==> src/tlm_pkg.sv <==
// ----------------------------------------------------------------------------
// tlm_pkg: shared types and constants
// Command, event and mode codes, character codes, controller/datapath bundles.
// ----------------------------------------------------------------------------
package tlm_pkg;

    localparam int unsigned PROGRAM_DEPTH_DEF = 4096;
    localparam int unsigned CELL_DEPTH_DEF    = 1024;
    localparam int unsigned STEP_LIMIT        = 4000000;
    localparam int unsigned BUDGET_W          = $clog2(STEP_LIMIT + 1);
    localparam int unsigned NUM_ARGS          = 7;

    typedef enum logic [1:0] {
        CMD_APPEND = 2'd0,
        CMD_START  = 2'd1,
        CMD_RESUME = 2'd2,
        CMD_NONE   = 2'd3
    } t_cmd;

    typedef enum logic [2:0] {
        EV_WRITE   = 3'd0,
        EV_READ    = 3'd1,
        EV_SYSCALL = 3'd2,
        EV_LOAD    = 3'd3,
        EV_HALT    = 3'd4,
        EV_FAULT   = 3'd5
    } t_event;

    typedef enum logic [2:0] {
        MODE_IDLE,
        MODE_WAIT_WRITE,
        MODE_WAIT_READ,
        MODE_WAIT_SYSCALL,
        MODE_WAIT_LOAD,
        MODE_HALTED,
        MODE_FAULTED
    } t_mode;

    typedef enum logic [3:0] {
        S_IDLE,
        S_CLEAR,
        S_FETCH,
        S_DECODE,
        S_EQ_RD,
        S_EQ_CHK,
        S_EQ_END,
        S_FWD,
        S_FWD_CHK,
        S_BWD,
        S_BWD_CHK,
        S_SYS_RD,
        S_SYS_CAP
    } t_state;

    localparam logic [7:0] CH_PLUS  = 8'h2B;
    localparam logic [7:0] CH_MINUS = 8'h2D;
    localparam logic [7:0] CH_RIGHT = 8'h3E;
    localparam logic [7:0] CH_LEFT  = 8'h3C;
    localparam logic [7:0] CH_COPY  = 8'h3D;
    localparam logic [7:0] CH_OPEN  = 8'h5B;
    localparam logic [7:0] CH_CLOSE = 8'h5D;
    localparam logic [7:0] CH_OUT   = 8'h2E;
    localparam logic [7:0] CH_IN    = 8'h2C;
    localparam logic [7:0] CH_SYS   = 8'h21;
    localparam logic [7:0] CH_LOAD  = 8'h2A;

    typedef struct packed {
        logic   append;
        logic   clr_init;
        logic   clr_step;
        logic   run_init;
        logic   fetch;
        logic   ip_inc;
        logic   ip_from_p;
        logic   ip_from_p1;
        logic   cell_inc;
        logic   cell_dec;
        logic   cp_inc;
        logic   cp_dec;
        logic   eq_init;
        logic   eq_rd;
        logic   eq_step;
        logic   eq_wr;
        logic   scan_init;
        logic   fwd_step;
        logic   bwd_step;
        logic   nest_inc;
        logic   nest_dec;
        logic   resp_wr;
        logic   resp_sext;
        logic   sys_init;
        logic   sys_rd;
        logic   sys_cap;
        logic   budget_dec;
        logic   out_load;
        t_event out_ev;
    } t_dp_cmd;

    typedef struct packed {
        logic       plen_full;
        logic       ip_at_end;
        logic       budget_zero;
        logic [7:0] prog_byte;
        logic       val_zero;
        logic       cp_last;
        logic       cp_zero;
        logic       eq_more;
        logic       eq_oob;
        logic       fwd_end;
        logic       p_zero;
        logic       nest_one;
        logic       clr_done;
        logic       sys_done;
    } t_dp_status;

endpackage

==> src/tlm_controller.sv <==
// ----------------------------------------------------------------------------
// tlm_controller: run sequencer
// Handshakes, run mode, and the step sequence over the datapath.
// ----------------------------------------------------------------------------
module tlm_controller import tlm_pkg::*; (
    input  logic       i_clk,
    input  logic       i_rst_n,
    input  logic       i_in_valid,
    output logic       o_in_ready,
    input  logic [1:0] i_command,
    output logic       o_out_valid,
    input  logic       i_out_ready,
    input  t_dp_status i_status,
    output t_dp_cmd    o_cmd
);

    t_state r_state, n_state;
    t_mode  r_mode, n_mode;
    logic   r_out_valid, n_out_valid;
    logic   accept;

    always_ff @(posedge i_clk) begin
        if (!i_rst_n) begin
            r_state     <= S_IDLE;
            r_mode      <= MODE_IDLE;
            r_out_valid <= 1'b0;
        end else begin
            r_state     <= n_state;
            r_mode      <= n_mode;
            r_out_valid <= n_out_valid;
        end
    end

    assign o_in_ready  = (r_state == S_IDLE) &&
                         (!r_out_valid || (t_cmd'(i_command) == CMD_APPEND));
    assign accept      = i_in_valid && o_in_ready;
    assign o_out_valid = r_out_valid;

    always_comb begin
        n_state     = r_state;
        n_mode      = r_mode;
        n_out_valid = r_out_valid && !i_out_ready;
        o_cmd       = '0;
        o_cmd.out_ev = EV_HALT;

        unique case (r_state)
            S_IDLE: begin
                if (accept) begin
                    unique case (t_cmd'(i_command))
                        CMD_APPEND: o_cmd.append = 1'b1;
                        CMD_START: begin
                            o_cmd.clr_init = 1'b1;
                            o_cmd.run_init = 1'b1;
                            n_mode  = MODE_IDLE;
                            n_state = S_CLEAR;
                        end
                        CMD_RESUME: begin
                            unique case (r_mode)
                                MODE_WAIT_WRITE, MODE_WAIT_READ,
                                MODE_WAIT_SYSCALL, MODE_WAIT_LOAD: begin
                                    o_cmd.resp_wr   = r_mode != MODE_WAIT_WRITE;
                                    o_cmd.resp_sext = r_mode == MODE_WAIT_READ;
                                    o_cmd.ip_inc    = 1'b1;
                                    n_mode  = MODE_IDLE;
                                    n_state = S_FETCH;
                                end
                                default: ;
                            endcase
                        end
                        CMD_NONE: ;
                    endcase
                end
            end
            S_CLEAR: begin
                o_cmd.clr_step = 1'b1;
                if (i_status.clr_done) begin
                    n_state = S_FETCH;
                end
            end
            S_FETCH: begin
                if (i_status.ip_at_end) begin
                    o_cmd.out_load = 1'b1;
                    o_cmd.out_ev   = EV_HALT;
                    n_out_valid    = 1'b1;
                    n_mode         = MODE_HALTED;
                    n_state        = S_IDLE;
                end else if (i_status.budget_zero) begin
                    o_cmd.out_load = 1'b1;
                    o_cmd.out_ev   = EV_FAULT;
                    n_out_valid    = 1'b1;
                    n_mode         = MODE_FAULTED;
                    n_state        = S_IDLE;
                end else begin
                    o_cmd.fetch      = 1'b1;
                    o_cmd.budget_dec = 1'b1;
                    n_state          = S_DECODE;
                end
            end
            S_DECODE: begin
                n_state = S_FETCH;
                unique case (i_status.prog_byte)
                    CH_PLUS: begin
                        o_cmd.cell_inc = 1'b1;
                        o_cmd.ip_inc   = 1'b1;
                    end
                    CH_MINUS: begin
                        o_cmd.cell_dec = 1'b1;
                        o_cmd.ip_inc   = 1'b1;
                    end
                    CH_RIGHT: begin
                        if (i_status.cp_last) begin
                            o_cmd.out_load = 1'b1;
                            o_cmd.out_ev   = EV_FAULT;
                            n_out_valid    = 1'b1;
                            n_mode         = MODE_FAULTED;
                            n_state        = S_IDLE;
                        end else begin
                            o_cmd.cp_inc = 1'b1;
                            o_cmd.ip_inc = 1'b1;
                        end
                    end
                    CH_LEFT: begin
                        if (i_status.cp_zero) begin
                            o_cmd.out_load = 1'b1;
                            o_cmd.out_ev   = EV_FAULT;
                            n_out_valid    = 1'b1;
                            n_mode         = MODE_FAULTED;
                            n_state        = S_IDLE;
                        end else begin
                            o_cmd.cp_dec = 1'b1;
                            o_cmd.ip_inc = 1'b1;
                        end
                    end
                    CH_COPY: begin
                        o_cmd.eq_init = 1'b1;
                        n_state       = S_EQ_RD;
                    end
                    CH_OPEN: begin
                        if (i_status.val_zero) begin
                            o_cmd.scan_init = 1'b1;
                            n_state         = S_FWD;
                        end else begin
                            o_cmd.ip_inc = 1'b1;
                        end
                    end
                    CH_CLOSE: begin
                        o_cmd.scan_init = 1'b1;
                        n_state         = S_BWD;
                    end
                    CH_OUT: begin
                        o_cmd.out_load = 1'b1;
                        o_cmd.out_ev   = EV_WRITE;
                        n_out_valid    = 1'b1;
                        n_mode         = MODE_WAIT_WRITE;
                        n_state        = S_IDLE;
                    end
                    CH_IN: begin
                        o_cmd.out_load = 1'b1;
                        o_cmd.out_ev   = EV_READ;
                        n_out_valid    = 1'b1;
                        n_mode         = MODE_WAIT_READ;
                        n_state        = S_IDLE;
                    end
                    CH_LOAD: begin
                        o_cmd.out_load = 1'b1;
                        o_cmd.out_ev   = EV_LOAD;
                        n_out_valid    = 1'b1;
                        n_mode         = MODE_WAIT_LOAD;
                        n_state        = S_IDLE;
                    end
                    CH_SYS: begin
                        o_cmd.sys_init = 1'b1;
                        n_state        = S_SYS_RD;
                    end
                    default: o_cmd.ip_inc = 1'b1;
                endcase
            end
            S_EQ_RD: begin
                if (i_status.eq_more) begin
                    o_cmd.eq_rd = 1'b1;
                    n_state     = S_EQ_CHK;
                end else begin
                    n_state = S_EQ_END;
                end
            end
            S_EQ_CHK: begin
                if (i_status.prog_byte == CH_COPY) begin
                    o_cmd.eq_step = 1'b1;
                    n_state       = S_EQ_RD;
                end else begin
                    n_state = S_EQ_END;
                end
            end
            S_EQ_END: begin
                if (i_status.eq_oob) begin
                    o_cmd.out_load = 1'b1;
                    o_cmd.out_ev   = EV_FAULT;
                    n_out_valid    = 1'b1;
                    n_mode         = MODE_FAULTED;
                    n_state        = S_IDLE;
                end else begin
                    o_cmd.eq_wr     = 1'b1;
                    o_cmd.ip_from_p = 1'b1;
                    n_state         = S_FETCH;
                end
            end
            S_FWD: begin
                if (i_status.fwd_end || i_status.budget_zero) begin
                    o_cmd.out_load = 1'b1;
                    o_cmd.out_ev   = EV_FAULT;
                    n_out_valid    = 1'b1;
                    n_mode         = MODE_FAULTED;
                    n_state        = S_IDLE;
                end else begin
                    o_cmd.fwd_step   = 1'b1;
                    o_cmd.budget_dec = 1'b1;
                    n_state          = S_FWD_CHK;
                end
            end
            S_FWD_CHK: begin
                n_state = S_FWD;
                if (i_status.prog_byte == CH_OPEN) begin
                    o_cmd.nest_inc = 1'b1;
                end else if (i_status.prog_byte == CH_CLOSE) begin
                    if (i_status.nest_one) begin
                        o_cmd.ip_from_p1 = 1'b1;
                        n_state          = S_FETCH;
                    end else begin
                        o_cmd.nest_dec = 1'b1;
                    end
                end
            end
            S_BWD: begin
                if (i_status.p_zero || i_status.budget_zero) begin
                    o_cmd.out_load = 1'b1;
                    o_cmd.out_ev   = EV_FAULT;
                    n_out_valid    = 1'b1;
                    n_mode         = MODE_FAULTED;
                    n_state        = S_IDLE;
                end else begin
                    o_cmd.bwd_step   = 1'b1;
                    o_cmd.budget_dec = 1'b1;
                    n_state          = S_BWD_CHK;
                end
            end
            S_BWD_CHK: begin
                n_state = S_BWD;
                if (i_status.prog_byte == CH_CLOSE) begin
                    o_cmd.nest_inc = 1'b1;
                end else if (i_status.prog_byte == CH_OPEN) begin
                    if (i_status.nest_one) begin
                        o_cmd.ip_from_p = 1'b1;
                        n_state         = S_FETCH;
                    end else begin
                        o_cmd.nest_dec = 1'b1;
                    end
                end
            end
            S_SYS_RD: begin
                o_cmd.sys_rd = 1'b1;
                n_state      = S_SYS_CAP;
            end
            S_SYS_CAP: begin
                o_cmd.sys_cap = 1'b1;
                if (i_status.sys_done) begin
                    n_state = S_SYS_CAP;
                    n_state = S_IDLE;
                    n_mode  = MODE_WAIT_SYSCALL;
                    n_out_valid = 1'b1;
                    o_cmd.out_load = 1'b1;
                    o_cmd.out_ev   = EV_SYSCALL;
                end else begin
                    n_state = S_SYS_RD;
                end
            end
            default: n_state = S_IDLE;
        endcase
    end

endmodule

==> config.mk <==
export PLATFORM = sky130hd
export DESIGN_NAME = tlm_controller
export DESIGN_NICKNAME = d
export VERILOG_FILES = /design/src/tlm_pkg.sv /design/src/tlm_controller.sv
export SDC_FILE = /design/constraint.sdc
export NUM_CORES = 1
export LEC_CHECK = 0
export BUFFER_PORTS_ARGS = -buffer_cell sky130_fd_sc_hd__buf_2
export CAP_MARGIN = 40
export CORE_ASPECT_RATIO = 0.5
export CORE_MARGIN = 4
export CORE_UTILIZATION = 49
export CTS_CLUSTER_DIAMETER = 60
export DETAILED_ROUTE_END_ITERATION = 7
export PLACE_DENSITY_LB_ADDON = 0.12
export REMOVE_ABC_BUFFERS = 1
export SLEW_MARGIN = 20
export SYNTH_ARGS = -nofsm -noshare
export SYNTH_HDL_FRONTEND = slang
export SYNTH_SLANG_ARGS = --single-unit
export TNS_END_PERCENT = 1
==> constraint.sdc <==
create_clock -name i_clk -period 2.7 [get_ports i_clk]
set_clock_uncertainty 0.05 [all_clocks]
set_input_delay 0.81 -clock i_clk [delete_from_list [all_inputs] [get_ports i_clk]]
set_output_delay 0.81 -clock i_clk [all_outputs]
set_load 0.1 [all_outputs]
==> results.txt, run 1 <==
----------------------------------------------------
[Outcome]
  Status ... did not finish
  Step where the flow halted ... clock tree synthesis
  Error message ... [ERROR DPL-0038] Utilization greater than 100%, impossible to legalize

[Clock network]
  H-tree lvl count ... 1
  Number of buffers added to fix hold violations after cts ... 0
  Number of sinks driven by the clock tree ... 8
  Longest Clk Path Bufs ... 2
  CTS buffer count ... 3
  Root buffer cell ... clkbuf_8
  Number of buffers inserted to repair setup after CTS ... 6
  Number of gates resized after CTS ... 43

[Place]
  Number of port buffers ... 58
  Estimated wirelength of the detail-placed design ... 5850 um
  Placed cell count ... 333
  Final weighted congestion in routability-driven placement ... 1.03
  DP Worst Slack ... -0.429 ns

[Floorplanning]
  Number of top-level pins ... 60
  X dimension of the die ... 84.3 um
  Starting utilization of the core area ... 0.531
  Die outline height ... 46.1 um
  Floorplan row count ... 13

[Synth]
  Flip-flop and latch count after synthesis ... 8
  Sequential area share after synthesis ... 0.112
  Post-Synthesis Mean Instance Area ... 7.16 um^2
  Number of flops mapped to enable cells by yosys ... 0
  Most used flip-flop cell after synthesis ... dfxtp_1
  Number of standard cells after synthesis ... 199
  Count of synthesis-stage warnings from yosys ... 0
  Post-synthesis cell type count ... 59
  Combined area of all synthesized cells ... 1430 um^2
  FFs w/ async S/R, synth ... 0

----------------------------------------------------
## through the flow
step	hold slack [ns]	utilization	setup TNS (ns)	instance area [um^2]
after detailed placement	0.486	0.938	-4.55	2520
after global placement	0.445	0.938	-3.19	2520
after floorplan	0.425	-	-45.92	1320
## logic make-up after synthesis
logic type	Yosys count	share of synthesized area
AND/OR/NAND/NOR	115	0.522
AO/OA/AOI/OAI	51	0.240
buffers and inverters	20	0.0869
flip-flops	8	0.112
multiplexers	5	0.0386
## synth_stat cells, types with 2 or more instances
| master | instances | area, um^2 |
|---|---|---|
| nand2b_1 | 9 | 56.3 |
| buf_4 | 3 | 22.5 |
| nor2b_1 | 5 | 31.3 |
| a211oi_1 | 2 | 15.0 |
| nor4_1 | 2 | 12.5 |
| dfxtp_1 | 8 | 160 |
| and2_1 | 3 | 18.8 |
| buf_2 | 6 | 30.0 |
| clkbuf_1 | 2 | 7.51 |
| nand3_1 | 7 | 35.0 |
| a31oi_1 | 4 | 25.0 |
| and4bb_1 | 2 | 25.0 |
| o31a_1 | 3 | 26.3 |
| inv_1 | 4 | 15.0 |
| a41oi_1 | 3 | 26.3 |
| nor3_1 | 8 | 40.0 |
| nand3b_1 | 3 | 22.5 |
| and3_1 | 5 | 31.3 |
| nand2_1 | 17 | 63.8 |
| o211ai_1 | 2 | 15.0 |
| o21ai_1 | 2 | 10.0 |
| nor4_4 | 3 | 63.8 |
| buf_6 | 4 | 45.0 |
| o21a_1 | 2 | 15.0 |
| o21ai_0 | 11 | 55.1 |
| and4b_1 | 2 | 20.0 |
| nor4b_1 | 4 | 35.0 |
| nand4_1 | 2 | 12.5 |
| and4_1 | 2 | 17.5 |
| mux2i_1 | 4 | 40.0 |
| a21oi_1 | 13 | 65.1 |
| nor2_1 | 25 | 93.8 |
==> run 2: changes to the inputs <==
CORE_ASPECT_RATIO = not set   (was 0.5)
CORE_UTILIZATION = 35   (was 49)
CTS_CLUSTER_DIAMETER = not set   (was 60)
PLACE_DENSITY_LB_ADDON = 0.15   (was 0.12)
==> results.txt, run 2 <==
----------------------------------------------------
[Route]
  Total iterations of the first detailed-routing run ... 4
  Via count ... 2,007
  Wire length reported by the detailed router ... 5690 um
  Average wire per standard cell ... 16.0 um
  Detail Route Antenna Nets ... 0
  Remaining design rule violation count ... 0
  Initial DRC Count ... 113
  Via density ... 5.64

[Synth]
  Post-synthesis cell type count ... 59
  Number of standard cells after synthesis ... 199
  Most common library cells after synthesis ... nor2_1 (25), nand2_1 (17), a21oi_1 (13), o21ai_0 (11), nand2b_1 (9)
  Portion of netlist area occupied by mux cells ... 0.0386
  Simple-Gate Fraction of Synth Area ... 0.522
  Number of flops mapped to enable cells by yosys ... 0
  Most common cell in the netlist ... nor2_1
  Sequential area share after synthesis ... 0.112
  Top-area cell type share of the netlist area ... 0.112
  Flip-flop and latch count after synthesis ... 8
  Combined area of all synthesized cells ... 1430 um^2
  Post-synthesis xor/xnor area fraction ... 0
  Synth Area in Adders ... 0
  Fraction of the mapped netlist area in compound gates ... 0.240
  FFs w/ async S/R, synth ... 0
  Synth area leader ... dfxtp_1
  Most area-consuming cells after synthesis ... dfxtp_1 (11%), nor2_1 (6.6%), a21oi_1 (4.6%)
  Count of synthesis-stage warnings from yosys ... 0
  Most used flip-flop cell after synthesis ... dfxtp_1
  Post-Synthesis Mean Instance Area ... 7.16 um^2
  Main combinational cell family by area after synthesis ... simple AND/OR/NAND/NOR gates

[Worst setup path]
  Most numerous cell on the critical path ... buf_12
  Series of cell instances along the critical path ... buf_8 -> and4bb_2 -> buf_6 -> buf_12 -> nand3_4 -> nor4_2 -> buf_4 -> buf_12
  Largest stage delay, worst path ... 0.34 ns
  Crit path arrival time ... 2.07 ns
  Top Family by Delay on Critical Path ... buffers and inverters
  Type of origin of the critical path ... primary input
  Maximum fanout along the worst path ... 4
  Worst path bufs/invs ... 5
  Required time worst endpoint ... 1.84 ns
  Slowest stage cell on the critical path ... and4bb_2
  Crit Path Category ... primary input to output port
  Critical Path Sink Type ... output port

[Clock network]
  Clock tree from TritonCTS ... done
  Clk_lat worst skew ... 0.23 ns
  CTS buffer count ... 3
  Number of buffers added to fix hold violations after cts ... 0
  Root buffer cell ... clkbuf_8
  Number of sinks driven by the clock tree ... 8
  H-tree lvl count ... 1
  Clk pin slew, worst setup/hold paths ... 0.04 ns
  Longest Clk Path Bufs ... 2

[Cells and area]
  Final cell utilization of the core ... 0.760
  Layout net count ... 337
  Number of non-filler instances in the completed layout ... 356
  Layout-stage area growth over the synthesis result ... 103%
  Cell area after layout ... 2890 um^2
  Leading cell type in the layout, fill and taps excluded ... buf_4
  Max reg flops ... 4
  Top library cells by usage in the layout, fill and taps aside ... buf_4 (58), buf_12 (31), buf_2 (22), nor2_1 (20), nand2_1 (14)
  Fill cell total of the finished layout ... 274
  Fraction of layout cells with a size suffix above 1 ... 0.568
  Count of antenna diodes in the layout ... 0
  Register ranked first by flip-flop count ... r_state

[Place]
  Estimated wirelength of the detail-placed design ... 4230 um
  Placed cell count ... 348
  Number of port buffers ... 58
  Final weighted congestion in routability-driven placement ... 0.866
  Placed standard-cell area ... 2560 um^2

[Outcome]
  Status ... complete, but fails checks
  Violated checks ... setup timing

[Floorplanning]
  Die outline height ... 71.8 um
  Floorplan die area ... 5160 um^2
  Number of top-level pins ... 60
  X dimension of the die ... 71.8 um
  Core region area ... 3800 um^2
  Starting utilization of the core area ... 0.375
  Floorplan row count ... 22

[Run]
  Count of max-cap constraint violations ... 0

[Timing]
  Final count of negative-setup-slack endpoints ... 15
  Max Slew Vio Count ... 0
  Minimum hold slack ... 0.462 ns
  Setup repair after global routing missed its margin ... yes
  Max-slew headroom at the worst pin ... 0.677
  FMAX ... 0.342 GHz
  Worst Max-Slew Pin Slew ... 0.488 ns
  Crit path time final ... 2.93 ns
  Accumulated negative setup slack ... -1.73 ns
  Number of hold violations in the final report ... 0
  Final worst slack ... -0.227 ns
  Crit share post-route ... 1.08

[Power and ir drop]
  IR drop worst, VDD ... 0.121 mV
  Leakage power ... 1.23 nW
  Power per Cell Area ... 211 nW/um^2

[GRT]
  Largest net degree at the start of global routing ... 16
  Number of global-route vias before repair ... 1,978
  Total overflow reported by the global router ... 0
  Wire length of the first global-routing pass ... 9260 um
  Antenna violations before repair ... 0
  Global Route Usage Sum ... 0.217

[Worst hold path]
  Hold WC Path Type ... flop to flop

----------------------------------------------------
-- run 2: cell counts after synthesis --
Identical to the previous run, type by type.
-- run 2: cell families after synthesis --
kind of cell | Yosys count
compound gates | 51
mux | 5
flops | 8
buf+inv | 20
simple gates | 115
-- run 2: tightest hold or removal path: stages, from the launching register on --
cell	delay, ns
dfxtp_1	0.33
nand2_1	0.07
mux2i_1	0.06
-- run 2: routing by layer --
| layer | global-route usage | vias up | part of all wire | routed length (um) |
|---|---|---|---|---|
| met1 | 0.255 | 942 | 0.39 | 2240 |
| met2 | 0.399 | 88 | 0.52 | 2940 |
| li1 | - | 967 | - | - |
| met5 | 0 | - | 0 | 0 |
| met3 | 0.0281 | 10 | 0.073 | 415 |
| met4 | 0.0752 | 0 | 0.018 | 104 |
-- run 2: timing repair --
item                                    in CTS  in global routing
pin swaps                                   15                 13
buffers inserted                             2                  3
endpoints found under the setup margin      20                 25
resized for setup                           35                 28
-- run 2: cell type report --
| class | count | area, um^2 | share of cell area |
|---|---|---|---|
| Clock buffer | 3 | 41.3 | 0.0143 |
| Inverter | 4 | 15.0 | 0.00520 |
| Multi-Input combinational cell | 171 | 1310 | 0.454 |
| Sequential cell | 8 | 161 | 0.0559 |
| Tap cell | 48 | 60.1 | 0.0208 |
| Timing Repair Buffer | 122 | 1300 | 0.449 |
-- run 2: metrics by stage --
step / setup WS (ns) / power, mW
3_5_place_dp: -0.335 / 0.436
4_1_cts: -0.215 / 0.592
3_3_place_gp: -0.299 / 0.432
6_report: -0.227 / 0.610
5_1_grt: -0.254 / 0.636
2_1_floorplan: -5.29 / 0.291
-- run 2: where the power goes --
part	internal (mW)	leakage, nW	switching (mW)	total, mW
sequential	0.123	0.0651	0.00535	0.128
clock	0.0966	0.0216	0.0467	0.143
combinational	0.145	1.14	0.194	0.339
-- run 2: final timing paths --
check | from | end | slack, ns | cells after the start
max reg2reg | r_state[3] | r_state[0] | 0.67 | 7
min reg2reg | r_mode[1] | r_mode[1] | 0.46 | 2
max | i_status[17] | o_cmd[23] | -0.23 | 8
min | r_mode[1] | r_mode[1] | 0.46 | 2
Note: power is estimated with default switching activity, not from simulation.
==> run 3: changes to the inputs <==
REMOVE_ABC_BUFFERS = not set   (was 1)
==> results.txt, run 3 (synthesized netlist as in run 2, its figures left out) <==
----------------------------------------------------
[GRT]
  Largest net degree at the start of global routing ... 16
  Global Route Usage Sum ... 0.221
  Antenna violations before repair ... 0
  Wire length of the first global-routing pass ... 9180 um
  Number of global-route vias before repair ... 1,957
  Total overflow reported by the global router ... 0

[Run]
  Count of max-cap constraint violations ... 0

[Floorplanning]
  Die outline height ... 71.8 um
  Core region area ... 3800 um^2
  X dimension of the die ... 71.8 um
  Starting utilization of the core area ... 0.375
  Floorplan row count ... 22
  Number of top-level pins ... 60
  Floorplan die area ... 5160 um^2

[Worst setup path]
  Crit Path Category ... primary input to output port
  Type of origin of the critical path ... primary input
  Cell count of the worst reg-to-reg path ... 7
  Worst reg2reg setup slack ... 0.72 ns
  Required time worst endpoint ... 1.84 ns
  R2R Path Start ... r_state[3]
  Critical Path Sink Type ... output port
  Endpoint of the worst-slack reg-to-reg timing path ... r_state[0]
  Crit path arrival time ... 2.11 ns
  Maximum fanout along the worst path ... 7

[Place]
  Final weighted congestion in routability-driven placement ... 0.911
  Placed standard-cell area ... 2660 um^2
  Placed cell count ... 344
  Number of port buffers ... 58
  Estimated wirelength of the detail-placed design ... 4390 um

[Cells and area]
  Top library cells by usage in the layout, fill and taps aside ... buf_4 (54), buf_12 (29), buf_2 (22), nor2_1 (19), nand2_1 (14)
  Register ranked first by flip-flop count ... r_state
  Cell area after layout ... 2920 um^2
  Number of non-filler instances in the completed layout ... 351
  Layout net count ... 332
  Layout-stage area growth over the synthesis result ... 105%
  Max reg flops ... 4
  Fraction of layout cells with a size suffix above 1 ... 0.584
  Count of antenna diodes in the layout ... 0
  Leading cell type in the layout, fill and taps excluded ... buf_4
  Fill cell total of the finished layout ... 269

[Clock network]
  H-tree lvl count ... 1
  Clock tree from TritonCTS ... done
  CTS buffer count ... 3
  Longest Clk Path Bufs ... 2
  Number of sinks driven by the clock tree ... 8
  Clk pin slew, worst setup/hold paths ... 0.04 ns
  Clk_lat worst skew ... 0.23 ns
  Root buffer cell ... clkbuf_8

[Power and ir drop]
  Power per Cell Area ... 210 nW/um^2
  IR drop worst, VDD ... 0.117 mV
  Clock power frac ... 0.242
  Net Sw Frac ... 0.414
  Leakage power ... 1.19 nW
  Logic gate share of total power ... 0.548
  Part of the power in registers ... 0.210
  Internal power component ... 358 uW
  Net load switching power ... 254 uW

[Timing]
  Number of hold violations in the final report ... 0
  FMAX ... 0.336 GHz
  Final worst slack ... -0.273 ns
  Max-slew headroom at the worst pin ... 0.678
  Max Slew Vio Count ... 0
  Minimum hold slack ... 0.484 ns
  Crit path time final ... 2.97 ns
  Final count of negative-setup-slack endpoints ... 15
  Setup repair after global routing missed its margin ... yes
  Crit share post-route ... 1.10
  Worst Max-Slew Pin Slew ... 0.486 ns

[Outcome]
  Status ... complete, but fails checks
  Violated checks ... setup timing

[Synth]
  Nets in the synthesized netlist ... 226

[Route]
  Total iterations of the first detailed-routing run ... 4
  Detail Route Antenna Nets ... 0
  Average wire per standard cell ... 16.2 um
  Wire length reported by the detailed router ... 5690 um
  Via density ... 5.54
  Remaining design rule violation count ... 0
  Via count ... 1,946
  Initial DRC Count ... 110

[Worst hold path]
  End point of the most critical hold path ... r_mode[1]
  Hold WC Path Type ... flop to flop
  Hold_sp ... r_mode[1]
  Depth of the worst hold-timing path ... 2

----------------------------------------------------
==> run 3: area by class of cell <==
| type | count | area (um^2) | share of cell area |
|---|---|---|---|
| sequential | 8 | 164 | 0.0562 |
| multi-input combinational | 171 | 1400 | 0.479 |
| timing repair buffer | 117 | 1230 | 0.423 |
| inverter | 4 | 18.8 | 0.00643 |
| clock buffer | 3 | 41.3 | 0.0142 |
| tap | 48 | 60.1 | 0.0206 |
==> run 3: metal layers <==
layer / track usage / wire, um / up-vias
met5: 0 / 0 / -
met4: 0.0689 / 90 / 0
met3: 0.0266 / 319 / 9
met2: 0.410 / 2950 / 73
met1: 0.260 / 2320 / 913
li1: - / - / 951
==> run 3: per-stage QoR <==
stage	setup WS (ns)	setup TNS [ns]	power, mW	util
3_3_place_gp	-0.284	-2.17	0.435	0.701
5_1_grt	-0.345	-3.31	0.639	0.768
6_report	-0.273	-2.00	0.612	0.768
2_1_floorplan	-0.710	-11.77	0.318	-
3_5_place_dp	-0.291	-2.52	0.440	0.701
4_1_cts	-0.189	-1.70	0.597	0.745
==> run 3: repair_timing <==
action                                  4_1_cts  5_1_grt
pin swaps                                    14        9
hold buffers                                  0        0
endpoints found under the setup margin       22       23
buffers inserted                              2        2
gates resized for setup                      31       19
==> run 3: worst max path at each step <==
stage                            to  slack, ns  depth (start not counted)          from
after detailed placement  o_cmd[25]      -0.29                          7  i_status[17]
after global routing      o_cmd[25]      -0.35                          7  i_status[14]
after global placement    o_cmd[25]      -0.28                          7  i_status[17]
after floorplan            o_cmd[4]      -0.71                          3  i_status[18]
after CTS                 o_cmd[25]      -0.19                          7  i_status[12]
final                     o_cmd[25]      -0.27                          7  i_status[12]
==> run 3: critical path, stage by stage <==
cell	delay, ns
buf_2	0.13
buf_4	0.15
o211ai_1	0.35
o21a_1	0.22
a21oi_2	0.09
o22ai_2	0.16
buf_12	0.20
==> run 3: power groups by stage <==
stage          Clock (mW)  Combinational (mW)  Sequential [mW]
2_1_floorplan           0               0.186            0.132
3_3_place_gp            0               0.306            0.129
3_5_place_dp            0               0.310            0.129
4_1_cts             0.146               0.323            0.128
5_1_grt             0.155               0.355            0.129
6_report            0.148               0.335            0.129
